===== src/psg_nls_pkg.sv =====
// ----------------------------------------------------------------------------
// psg_nls_pkg: shared types and constants
// Command modes, chip write codes, melody table and write batch type for the
// note-length sequencer.
// ----------------------------------------------------------------------------
`default_nettype none

package psg_nls_pkg;

    // Melody length, counted modulo this value
    localparam int SONG_STEPS = 16;
    localparam int STEP_W     = (SONG_STEPS > 2) ? $clog2(SONG_STEPS) : 1;

    // Chip layout
    localparam int NUM_CH     = 4;
    localparam int MAX_WRITES = 6;
    localparam int CNT_W      = 3;

    // Configuration port
    localparam int CFG_IDX_W  = 1;
    localparam int CFG_DATA_W = 8;
    localparam logic [CFG_IDX_W-1:0] CFG_NOTE_PERIOD = 1'd0;
    localparam logic [CFG_IDX_W-1:0] CFG_MUSIC_LEVEL = 1'd1;
    localparam logic [7:0] NOTE_PERIOD_RST = 8'd9;
    localparam logic [3:0] MUSIC_LEVEL_RST = 4'd5;

    // Command modes
    localparam logic [2:0] MODE_TICK    = 3'd0;
    localparam logic [2:0] MODE_TONE    = 3'd1;
    localparam logic [2:0] MODE_NOISE   = 3'd2;
    localparam logic [2:0] MODE_MUSIC   = 3'd3;
    localparam logic [2:0] MODE_ALL_OFF = 3'd4;

    // Chip write kinds
    localparam logic [1:0] KIND_FREQ  = 2'd0;
    localparam logic [1:0] KIND_ATTEN = 2'd1;
    localparam logic [1:0] KIND_NOISE = 2'd2;

    localparam logic [15:0] ATTEN_LOUD   = 16'd0;
    localparam logic [15:0] ATTEN_SILENT = 16'd15;
    localparam logic [15:0] NOISE_WHITE  = 16'd0;
    localparam logic [1:0]  MELODY_CH    = 2'd2;
    localparam logic [1:0]  NOISE_CH     = 2'd3;
    localparam logic [1:0]  LAST_TONE_CH = 2'd2;

    typedef struct packed {
        logic [1:0]  kind;
        logic [1:0]  channel;
        logic [15:0] value;
    } write_t;

    // All writes caused by one command
    typedef struct packed {
        logic [CNT_W-1:0]            count;
        write_t [MAX_WRITES-1:0]     writes;
    } batch_t;

    // Fixed background melody; zero entries are rests
    function automatic logic [15:0] melody_note(input logic [3:0] idx);
        logic [15:0] note;
        begin
            case (idx)
                4'd0:    note = 16'd262;
                4'd1:    note = 16'd330;
                4'd2:    note = 16'd392;
                4'd3:    note = 16'd523;
                4'd4:    note = 16'd392;
                4'd5:    note = 16'd330;
                4'd6:    note = 16'd262;
                4'd7:    note = 16'd0;
                4'd8:    note = 16'd220;
                4'd9:    note = 16'd262;
                4'd10:   note = 16'd330;
                4'd11:   note = 16'd440;
                4'd12:   note = 16'd330;
                4'd13:   note = 16'd262;
                4'd14:   note = 16'd220;
                default: note = 16'd0;
            endcase
            return note;
        end
    endfunction

endpackage

`default_nettype wire


===== src/psg_nls_if.sv =====
// ----------------------------------------------------------------------------
// psg_nls_if: channel interfaces
// Command channel and chip write channel, each valid/ready with payload.
// ----------------------------------------------------------------------------
`default_nettype none

interface psg_nls_cmd_if;
    logic        valid;
    logic        ready;
    logic [2:0]  mode;
    logic [1:0]  channel;
    logic [15:0] tone_freq;
    logic [7:0]  note_len;
    logic        music_on;

    modport source (output valid, mode, channel, tone_freq, note_len, music_on,
                    input ready);
    modport sink   (input valid, mode, channel, tone_freq, note_len, music_on,
                    output ready);
endinterface

interface psg_nls_wr_if;
    logic        valid;
    logic        ready;
    logic [1:0]  write_kind;
    logic [1:0]  write_channel;
    logic [15:0] write_value;
    logic        last;

    modport source (output valid, write_kind, write_channel, write_value, last,
                    input ready);
    modport sink   (input valid, write_kind, write_channel, write_value, last,
                    output ready);
endinterface

`default_nettype wire


===== src/psg_nls_engine.sv =====
// ----------------------------------------------------------------------------
// psg_nls_engine: command register, sequencer state and write decode
// Holds one command, and when the serializer can take a batch, updates the
// countdowns and melody state and hands over the list of chip writes.
// ----------------------------------------------------------------------------
`default_nettype none

module psg_nls_engine (
    input  wire logic                                 clk,
    input  wire logic                                 rst_n,
    psg_nls_cmd_if.sink                               cmd,
    input  wire logic                                 cfg_we,
    input  wire logic [psg_nls_pkg::CFG_IDX_W-1:0]    cfg_index,
    input  wire logic [psg_nls_pkg::CFG_DATA_W-1:0]   cfg_wdata,
    input  wire logic                                 load_ok,
    output logic                                      batch_valid,
    output psg_nls_pkg::batch_t                       batch
);

    // Held command
    logic        hold_valid_reg;
    logic [2:0]  mode_reg;
    logic [1:0]  channel_reg;
    logic [15:0] freq_reg;
    logic [7:0]  len_reg;
    logic        on_reg;

    // Sequencer state
    logic [psg_nls_pkg::NUM_CH-1:0][7:0] frames_reg, frames_next;
    logic                                 enabled_reg, enabled_next;
    logic [psg_nls_pkg::STEP_W-1:0]      step_reg, step_next;
    logic [7:0]                           timer_reg, timer_next;
    logic [7:0]                           period_reg;
    logic [3:0]                           level_reg;

    logic advance;
    logic cmd_fire;

    assign advance     = hold_valid_reg && load_ok;
    assign cmd.ready   = !hold_valid_reg || load_ok;
    assign cmd_fire    = cmd.valid && cmd.ready;
    assign batch_valid = advance;

    // Command holding register
    always_ff @(posedge clk or negedge rst_n)
    begin
        if (!rst_n)
        begin
            hold_valid_reg <= 1'b0;
        end
        else if (cmd.ready)
        begin
            hold_valid_reg <= cmd.valid;
        end
    end

    always_ff @(posedge clk)
    begin
        if (cmd_fire)
        begin
            mode_reg    <= cmd.mode;
            channel_reg <= cmd.channel;
            freq_reg    <= cmd.tone_freq;
            len_reg     <= cmd.note_len;
            on_reg      <= cmd.music_on;
        end
    end

    // Configuration registers
    always_ff @(posedge clk or negedge rst_n)
    begin
        if (!rst_n)
        begin
            period_reg <= psg_nls_pkg::NOTE_PERIOD_RST;
            level_reg  <= psg_nls_pkg::MUSIC_LEVEL_RST;
        end
        else if (cfg_we)
        begin
            unique case (cfg_index)
                psg_nls_pkg::CFG_NOTE_PERIOD: period_reg <= cfg_wdata;
                psg_nls_pkg::CFG_MUSIC_LEVEL: level_reg  <= cfg_wdata[3:0];
                default: ;
            endcase
        end
    end

    // Decode: next state and write list for the held command
    always_comb
    begin
        logic [psg_nls_pkg::CNT_W-1:0]  n;
        logic [psg_nls_pkg::STEP_W+3:0] step_ext;
        logic [15:0]                    note;
        logic [7:0]                     timer_inc;

        frames_next  = frames_reg;
        enabled_next = enabled_reg;
        step_next    = step_reg;
        timer_next   = timer_reg;
        n            = '0;
        batch.writes = '0;
        step_ext     = {4'd0, step_reg};
        note         = psg_nls_pkg::melody_note(step_ext[3:0]);
        timer_inc    = timer_reg + 8'd1;

        case (mode_reg)
            psg_nls_pkg::MODE_TICK:
            begin
                // Countdowns, in channel order
                for (int i = 0; i < psg_nls_pkg::NUM_CH; i++)
                begin
                    if (frames_reg[i] != 8'd0)
                    begin
                        frames_next[i] = frames_reg[i] - 8'd1;
                        if (frames_reg[i] == 8'd1)
                        begin
                            batch.writes[n] = '{psg_nls_pkg::KIND_ATTEN, 2'(i),
                                                psg_nls_pkg::ATTEN_SILENT};
                            n = n + 1'b1;
                        end
                    end
                end
                // Background melody
                if (enabled_reg)
                begin
                    if (timer_reg == 8'd0)
                    begin
                        if (note != 16'd0)
                        begin
                            batch.writes[n] = '{psg_nls_pkg::KIND_FREQ,
                                                psg_nls_pkg::MELODY_CH, note};
                            n = n + 1'b1;
                            batch.writes[n] = '{psg_nls_pkg::KIND_ATTEN,
                                                psg_nls_pkg::MELODY_CH,
                                                {12'd0, level_reg}};
                            n = n + 1'b1;
                        end
                        else
                        begin
                            batch.writes[n] = '{psg_nls_pkg::KIND_ATTEN,
                                                psg_nls_pkg::MELODY_CH,
                                                psg_nls_pkg::ATTEN_SILENT};
                            n = n + 1'b1;
                        end
                        if (step_reg == psg_nls_pkg::STEP_W'(psg_nls_pkg::SONG_STEPS - 1))
                            step_next = '0;
                        else
                            step_next = step_reg + 1'b1;
                    end
                    timer_next = (timer_inc >= period_reg) ? 8'd0 : timer_inc;
                end
            end
            psg_nls_pkg::MODE_TONE:
            begin
                if (channel_reg <= psg_nls_pkg::LAST_TONE_CH)
                begin
                    batch.writes[0] = '{psg_nls_pkg::KIND_FREQ, channel_reg, freq_reg};
                    batch.writes[1] = '{psg_nls_pkg::KIND_ATTEN, channel_reg,
                                        psg_nls_pkg::ATTEN_LOUD};
                    n = 3'd2;
                    frames_next[channel_reg] = len_reg;
                end
            end
            psg_nls_pkg::MODE_NOISE:
            begin
                batch.writes[0] = '{psg_nls_pkg::KIND_NOISE, psg_nls_pkg::NOISE_CH,
                                    psg_nls_pkg::NOISE_WHITE};
                batch.writes[1] = '{psg_nls_pkg::KIND_ATTEN, psg_nls_pkg::NOISE_CH,
                                    psg_nls_pkg::ATTEN_LOUD};
                n = 3'd2;
                frames_next[psg_nls_pkg::NOISE_CH] = len_reg;
            end
            psg_nls_pkg::MODE_MUSIC:
            begin
                enabled_next = on_reg;
                step_next    = '0;
                timer_next   = 8'd0;
                if (!on_reg)
                begin
                    batch.writes[0] = '{psg_nls_pkg::KIND_ATTEN, psg_nls_pkg::MELODY_CH,
                                        psg_nls_pkg::ATTEN_SILENT};
                    n = 3'd1;
                end
            end
            psg_nls_pkg::MODE_ALL_OFF:
            begin
                for (int i = 0; i < psg_nls_pkg::NUM_CH; i++)
                begin
                    batch.writes[i] = '{psg_nls_pkg::KIND_ATTEN, 2'(i),
                                        psg_nls_pkg::ATTEN_SILENT};
                    frames_next[i]  = 8'd0;
                end
                n = 3'd4;
            end
            default: ;
        endcase

        batch.count = n;
    end

    // State commit when the batch is handed over
    always_ff @(posedge clk or negedge rst_n)
    begin
        if (!rst_n)
        begin
            frames_reg  <= '0;
            enabled_reg <= 1'b1;
            step_reg    <= '0;
            timer_reg   <= 8'd0;
        end
        else if (advance)
        begin
            frames_reg  <= frames_next;
            enabled_reg <= enabled_next;
            step_reg    <= step_next;
            timer_reg   <= timer_next;
        end
    end

endmodule

`default_nettype wire


===== src/psg_nls_serializer.sv =====
// ----------------------------------------------------------------------------
// psg_nls_serializer: chip write output queue
// Takes a batch of up to six writes and sends them one per cycle while the
// receiver is ready, flagging the final write of each batch.
// ----------------------------------------------------------------------------
`default_nettype none

module psg_nls_serializer (
    input  wire logic                clk,
    input  wire logic                rst_n,
    input  wire logic                batch_valid,
    input  wire psg_nls_pkg::batch_t batch,
    output logic                     load_ok,
    psg_nls_wr_if.source             wr
);

    logic [psg_nls_pkg::CNT_W-1:0]                count_reg;
    psg_nls_pkg::write_t [psg_nls_pkg::MAX_WRITES-1:0] list_reg;
    logic pop;

    assign pop     = wr.valid && wr.ready;
    assign load_ok = (count_reg == '0) || ((count_reg == 3'd1) && pop);

    // Head of the queue drives the port
    assign wr.valid         = (count_reg != '0);
    assign wr.last          = (count_reg == 3'd1);
    assign wr.write_kind    = list_reg[0].kind;
    assign wr.write_channel = list_reg[0].channel;
    assign wr.write_value   = list_reg[0].value;

    // Write count
    always_ff @(posedge clk or negedge rst_n)
    begin
        if (!rst_n)
        begin
            count_reg <= '0;
        end
        else if (batch_valid)
        begin
            count_reg <= batch.count;
        end
        else if (pop)
        begin
            count_reg <= count_reg - 1'b1;
        end
    end

    // Write list, shifted toward the head on each send
    always_ff @(posedge clk)
    begin
        if (batch_valid)
        begin
            list_reg <= batch.writes;
        end
        else if (pop)
        begin
            for (int i = 0; i < psg_nls_pkg::MAX_WRITES - 1; i++)
            begin
                list_reg[i] <= list_reg[i + 1];
            end
        end
    end

endmodule

`default_nettype wire


===== src/psg_nls_top.sv =====
// ----------------------------------------------------------------------------
// psg_note_length_sequencer_top: note-length sequencer for a sound chip
// Turns tone, noise, music and frame tick commands into chip register writes.
// ----------------------------------------------------------------------------
// Each command item is held in an input register, decoded combinationally
// into a batch of up to six chip writes, and the writes leave the output port
// one per cycle while the receiver is ready, with last set on the final one.
// A tone command for channels 0 to 2 and a noise command make two writes,
// all-off four, and a frame tick up to six. The next command is taken in the
// cycle the current batch's last write is accepted, so the single output port
// sets the rate. Configuration must be written only while idle; the block
// itself does not enforce this.
`default_nettype none

module psg_note_length_sequencer_top (
    input  wire logic                               clk,
    input  wire logic                               rst_n,
    psg_nls_cmd_if.sink                             cmd,
    psg_nls_wr_if.source                            wr,
    input  wire logic                               cfg_we,
    input  wire logic [psg_nls_pkg::CFG_IDX_W-1:0]  cfg_index,
    input  wire logic [psg_nls_pkg::CFG_DATA_W-1:0] cfg_wdata
);

    logic                load_ok;
    logic                batch_valid;
    psg_nls_pkg::batch_t batch;

    psg_nls_engine u_engine (
        .clk         (clk),
        .rst_n       (rst_n),
        .cmd         (cmd),
        .cfg_we      (cfg_we),
        .cfg_index   (cfg_index),
        .cfg_wdata   (cfg_wdata),
        .load_ok     (load_ok),
        .batch_valid (batch_valid),
        .batch       (batch)
    );

    psg_nls_serializer u_serializer (
        .clk         (clk),
        .rst_n       (rst_n),
        .batch_valid (batch_valid),
        .batch       (batch),
        .load_ok     (load_ok),
        .wr          (wr)
    );

endmodule

`default_nettype wire


===== src/flat_wrapper.sv =====
// flat-port wrapper written by rule: the top's interface ports become plain ports
module psg_note_length_sequencer_top_flat 
  (clk, rst_n, cfg_we, cfg_index, cfg_wdata, cmd_valid, cmd_mode, cmd_channel, cmd_tone_freq, cmd_note_len, cmd_music_on, cmd_ready, wr_valid, wr_write_kind, wr_write_channel, wr_write_value, wr_last, wr_ready);
  psg_nls_cmd_if cmd_i ();
  psg_nls_wr_if wr_i ();
  input  wire logic clk;
  input  wire logic rst_n;
  input  wire logic cfg_we;
  input  wire logic [psg_nls_pkg::CFG_IDX_W-1:0] cfg_index;
  input  wire logic [psg_nls_pkg::CFG_DATA_W-1:0] cfg_wdata;
  input wire logic [$bits(cmd_i.valid)-1:0] cmd_valid;
  input wire logic [$bits(cmd_i.mode)-1:0] cmd_mode;
  input wire logic [$bits(cmd_i.channel)-1:0] cmd_channel;
  input wire logic [$bits(cmd_i.tone_freq)-1:0] cmd_tone_freq;
  input wire logic [$bits(cmd_i.note_len)-1:0] cmd_note_len;
  input wire logic [$bits(cmd_i.music_on)-1:0] cmd_music_on;
  output wire logic [$bits(cmd_i.ready)-1:0] cmd_ready;
  output wire logic [$bits(wr_i.valid)-1:0] wr_valid;
  output wire logic [$bits(wr_i.write_kind)-1:0] wr_write_kind;
  output wire logic [$bits(wr_i.write_channel)-1:0] wr_write_channel;
  output wire logic [$bits(wr_i.write_value)-1:0] wr_write_value;
  output wire logic [$bits(wr_i.last)-1:0] wr_last;
  input wire logic [$bits(wr_i.ready)-1:0] wr_ready;
  assign cmd_i.valid = cmd_valid;
  assign cmd_i.mode = cmd_mode;
  assign cmd_i.channel = cmd_channel;
  assign cmd_i.tone_freq = cmd_tone_freq;
  assign cmd_i.note_len = cmd_note_len;
  assign cmd_i.music_on = cmd_music_on;
  assign cmd_ready = cmd_i.ready;
  assign wr_valid = wr_i.valid;
  assign wr_write_kind = wr_i.write_kind;
  assign wr_write_channel = wr_i.write_channel;
  assign wr_write_value = wr_i.write_value;
  assign wr_last = wr_i.last;
  assign wr_i.ready = wr_ready;
  psg_note_length_sequencer_top u_core (.clk(clk), .rst_n(rst_n), .cmd(cmd_i), .wr(wr_i), .cfg_we(cfg_we), .cfg_index(cfg_index), .cfg_wdata(cfg_wdata));
endmodule

===== config.mk =====
export PLATFORM = sky130hd
export DESIGN_NAME = psg_note_length_sequencer_top_flat
export DESIGN_NICKNAME = d
export VERILOG_FILES = /design/src/psg_nls_pkg.sv /design/src/psg_nls_if.sv /design/src/psg_nls_engine.sv /design/src/psg_nls_serializer.sv /design/src/psg_nls_top.sv /design/src/flat_wrapper.sv
export SDC_FILE = /design/constraint.sdc
export NUM_CORES = 1
export LEC_CHECK = 0
export BUFFER_PORTS_ARGS = -buffer_cell sky130_fd_sc_hd__buf_2
export CAP_MARGIN = 20
export CORE_UTILIZATION = 50
export DETAILED_ROUTE_END_ITERATION = 7
export PLACE_DENSITY_LB_ADDON = 0.12
export SETUP_SLACK_MARGIN = 0.05
export SLEW_MARGIN = 10
export SYNTH_ARGS = -nofsm -noshare
export SYNTH_HDL_FRONTEND = slang
export SYNTH_SLANG_ARGS = --single-unit

===== constraint.sdc =====
create_clock -name clk -period 4.9 [get_ports clk]
set_clock_uncertainty 0.05 [all_clocks]
set_input_delay 1.225 -clock clk [delete_from_list [all_inputs] [get_ports clk]]
set_output_delay 1.225 -clock clk [all_outputs]
set_load 0.02 [all_outputs]

==> metrics.txt <==
hold-fix buffers at CTS 0; Multi-input gate area 5081 um2; Syn Inst Count 1084; Synth top cells by count 128 x nand2_1, 115 x edfxtp_1, 111 x o21ai_0; RR Startpoint u_core.u_engine.frames_reg[4]; share of layout cells above drive strength 1 18.63%; Worst IR Drop VDD 0.3612 mV; Crit. Startpoint u_core.u_engine.frames_reg[4]; Internal Power 4436 uW; asr flop ratio synth 34.66%; synth top area cells edfxtp_1 33%, dfrtp_1 13%, o21ai_0 5.3%, nand2_1 4.6%, ha_1 4.3%; GRT Total Usage 26.91%; H-tree depth 4; Leak 0.004732 uW; Yosys reg bits 176; Die Footprint 21460 um2; cell area after placement 11100 um2; largest net degree at the start of global routing 76; Post-layout nets 1237; # fillers 1746; RSZ-0062 raised after global routing no; max FFs per register 65; Skew-Pair Late Insertion Delay 440 ps; die height 146.5 um; Worst Path Required 5030 ps; vias per std cell 6.089; Mapped Avg Cell Area 9.629 um2; clock buffer depth 2; Final Cell Area 11860 um2; row cnt 52; Via Count 8768; chip width 146.5 um; P per Cell Area 657.4 nW/um2; Seq pwr share 34.2%; Util after Layout 58.22%; first-pass GRT wire length 44.69 mm; ANT cells 0; CTS root buffer clkbuf_16; fmax 214.1 MHz; Synth Warn # 0; Initial Utilization 51.25%; gpl congestion 0.9417; core area 20360 um2; Post-DRT Antenna Nets 0; routed len/inst 19.56 um; Final Hold Fails 0; fin crit share 95.30%; Starting DRT DRC Count 745; Post-Syn Area 10440 um2; P&R area growth vs syn 13.59%; status finished clean; placed cell count 1395; switching part of the total power 43.09%; DRC Markers 0; most common cell in the netlist nand2_1; sequential element share of the synthesized area 47.77%; worst-margin pin slew 863.5 ps; Hold/Removal Path Class reg -> reg; Yosys top cell area share 33.09%; grt ovf 0; Psw 3358 uW; post-synth net total 1164; cell taking the most area after synthesis edfxtp_1; min cycle time layout 4670 ps; drt total wl 28.17 mm; startpoint types register; I/O pin cnt 67; main flop type after synthesis edfxtp_1; Max-Cap Viols 0; Hold Startpoint u_core.u_engine.frames_reg[27]; clk slew on worst S/H paths 80 ps; vias in the first global route 8039; initial antenna violation count 0; hpwl dp 20.05 mm; Post-synth EDFFs 115; Slew Limit Fails 0; combinational power share 48.1%; Sink Count 176; register area 4987 um2; crit end category register; final std cells w/o fill 1440; total CTS buffers 17; kind of critical path reg -> reg; clock network power share 17.7%; Rel. slew slack 42.32%; critical path arrival 4800 ps; Max FO, Critical Path 6; Distinct cells, synth 89; CTS tree done; port bufs 66; # setup viols final 0; DR pass1 iterations 5
## layer usage
layer,up-vias,track usage (%),share of wire (%)
li1,4135,-,-
met1,4222,37.93,45
met2,375,42.79,47
met3,36,4.625,6.9
met4,0,7.344,1.4
met5,-,0,0
## cells by family after synthesis
logic type,count (synthesis),share of synthesized area (%)
XOR/XNOR,18,1.822
AND/OR/NAND/NOR,367,16.84
multiplexers,27,2.997
buffers and inverters,103,4.579
adder cells (fa/ha/maj),36,4.315
AO/OA/AOI/OAI,357,21.67
flip-flops,176,47.77
## worst paths after layout
path | end | slack (ps) | depth (start not counted)
max | u_core.u_serializer.wr.write_value[3] | 230 | 19
min | u_core.u_engine.frames_reg[27] | 440 | 2
max reg2reg | u_core.u_serializer.wr.write_value[3] | 230 | 19
min reg2reg | u_core.u_engine.frames_reg[27] | 440 | 2
max in group asynchronous | u_core.u_engine.enabled_reg | 3040 | 2
min in group asynchronous | u_core.u_engine.frames_reg[3] | 800 | 1
## critical path, cell delays in order, from the launching register on
cell,delay [ps]
dfrtp_2,440
nor4_4,290
and4b_2,320
inv_2,70
ha_4,210
mux2_4,270
inv_2,70
ha_1,240
nand4_1,110
o21a_1,170
inv_2,80
ha_4,250
o21a_4,220
ha_4,180
xnor3_2,260
or3_4,350
o32ai_4,400
a21oi_4,90
a221oi_2,250
o21ai_1,90
## layout by cell type, fill, tap and decap left out, drive strengths merged, types with 8 or more instances in the layout
cell    count
mux2       11
nand3      29
mux2i      15
or3        15
nor3       19
xnor2      14
a21oi      81
nand2b     17
inv        50
a22oi       8
o211ai      9
and3       14
nor4        8
nand2     131
clkbuf     19
a21o       14
ha         36
dfrtp      56
a22o        9
o31ai      16
nor2       99
o21ai     141
edfxtp    115
o22ai      12
buf       114
and2        8
## stage by stage
step                worst slack (ps)  total power [uW]  TNS, ps  hold slack, ps
floorplan                      207.2              5182        0           399.3
global placement               74.32              6150        0           416.7
detailed placement            -99.43              6187   -329.2           423.5
CTS                            74.69              7591        0           441.2
global route                   28.76              8278        0           454.9
finish                         230.2              7794        0           441.9
## layout make-up
| class | instances | area share [%] |
|---|---|---|
| Multi-Input combinational cell | 805 | 42.86 |
| Sequential cell | 176 | 42.06 |
| Timing Repair Buffer | 114 | 5.825 |
| Clock buffer | 19 | 3.915 |
| Tap cell | 270 | 2.849 |
| Inverter | 43 | 1.361 |
| Clock inverter | 13 | 1.129 |
## power by group through the flow
stage                     Clock [uW]  Sequential, uW  Combinational (uW)
after floorplan                    0            2550                2630
after detailed placement           0            2680                3500
after CTS                       1400            2660                3540
after global placement             0            2680                3470
after global routing            1460            2730                4090
final                           1380            2670                3750
## what timing repair did
action	4_1_cts	5_1_grt
buffers inserted	1	12
gates cloned	0	0
resized for setup	1	12
endpoints found under the hold margin	0	0
setup endpoints to repair	5	31
pin swaps	1	7
Note: power is estimated with default switching activity, not from simulation.
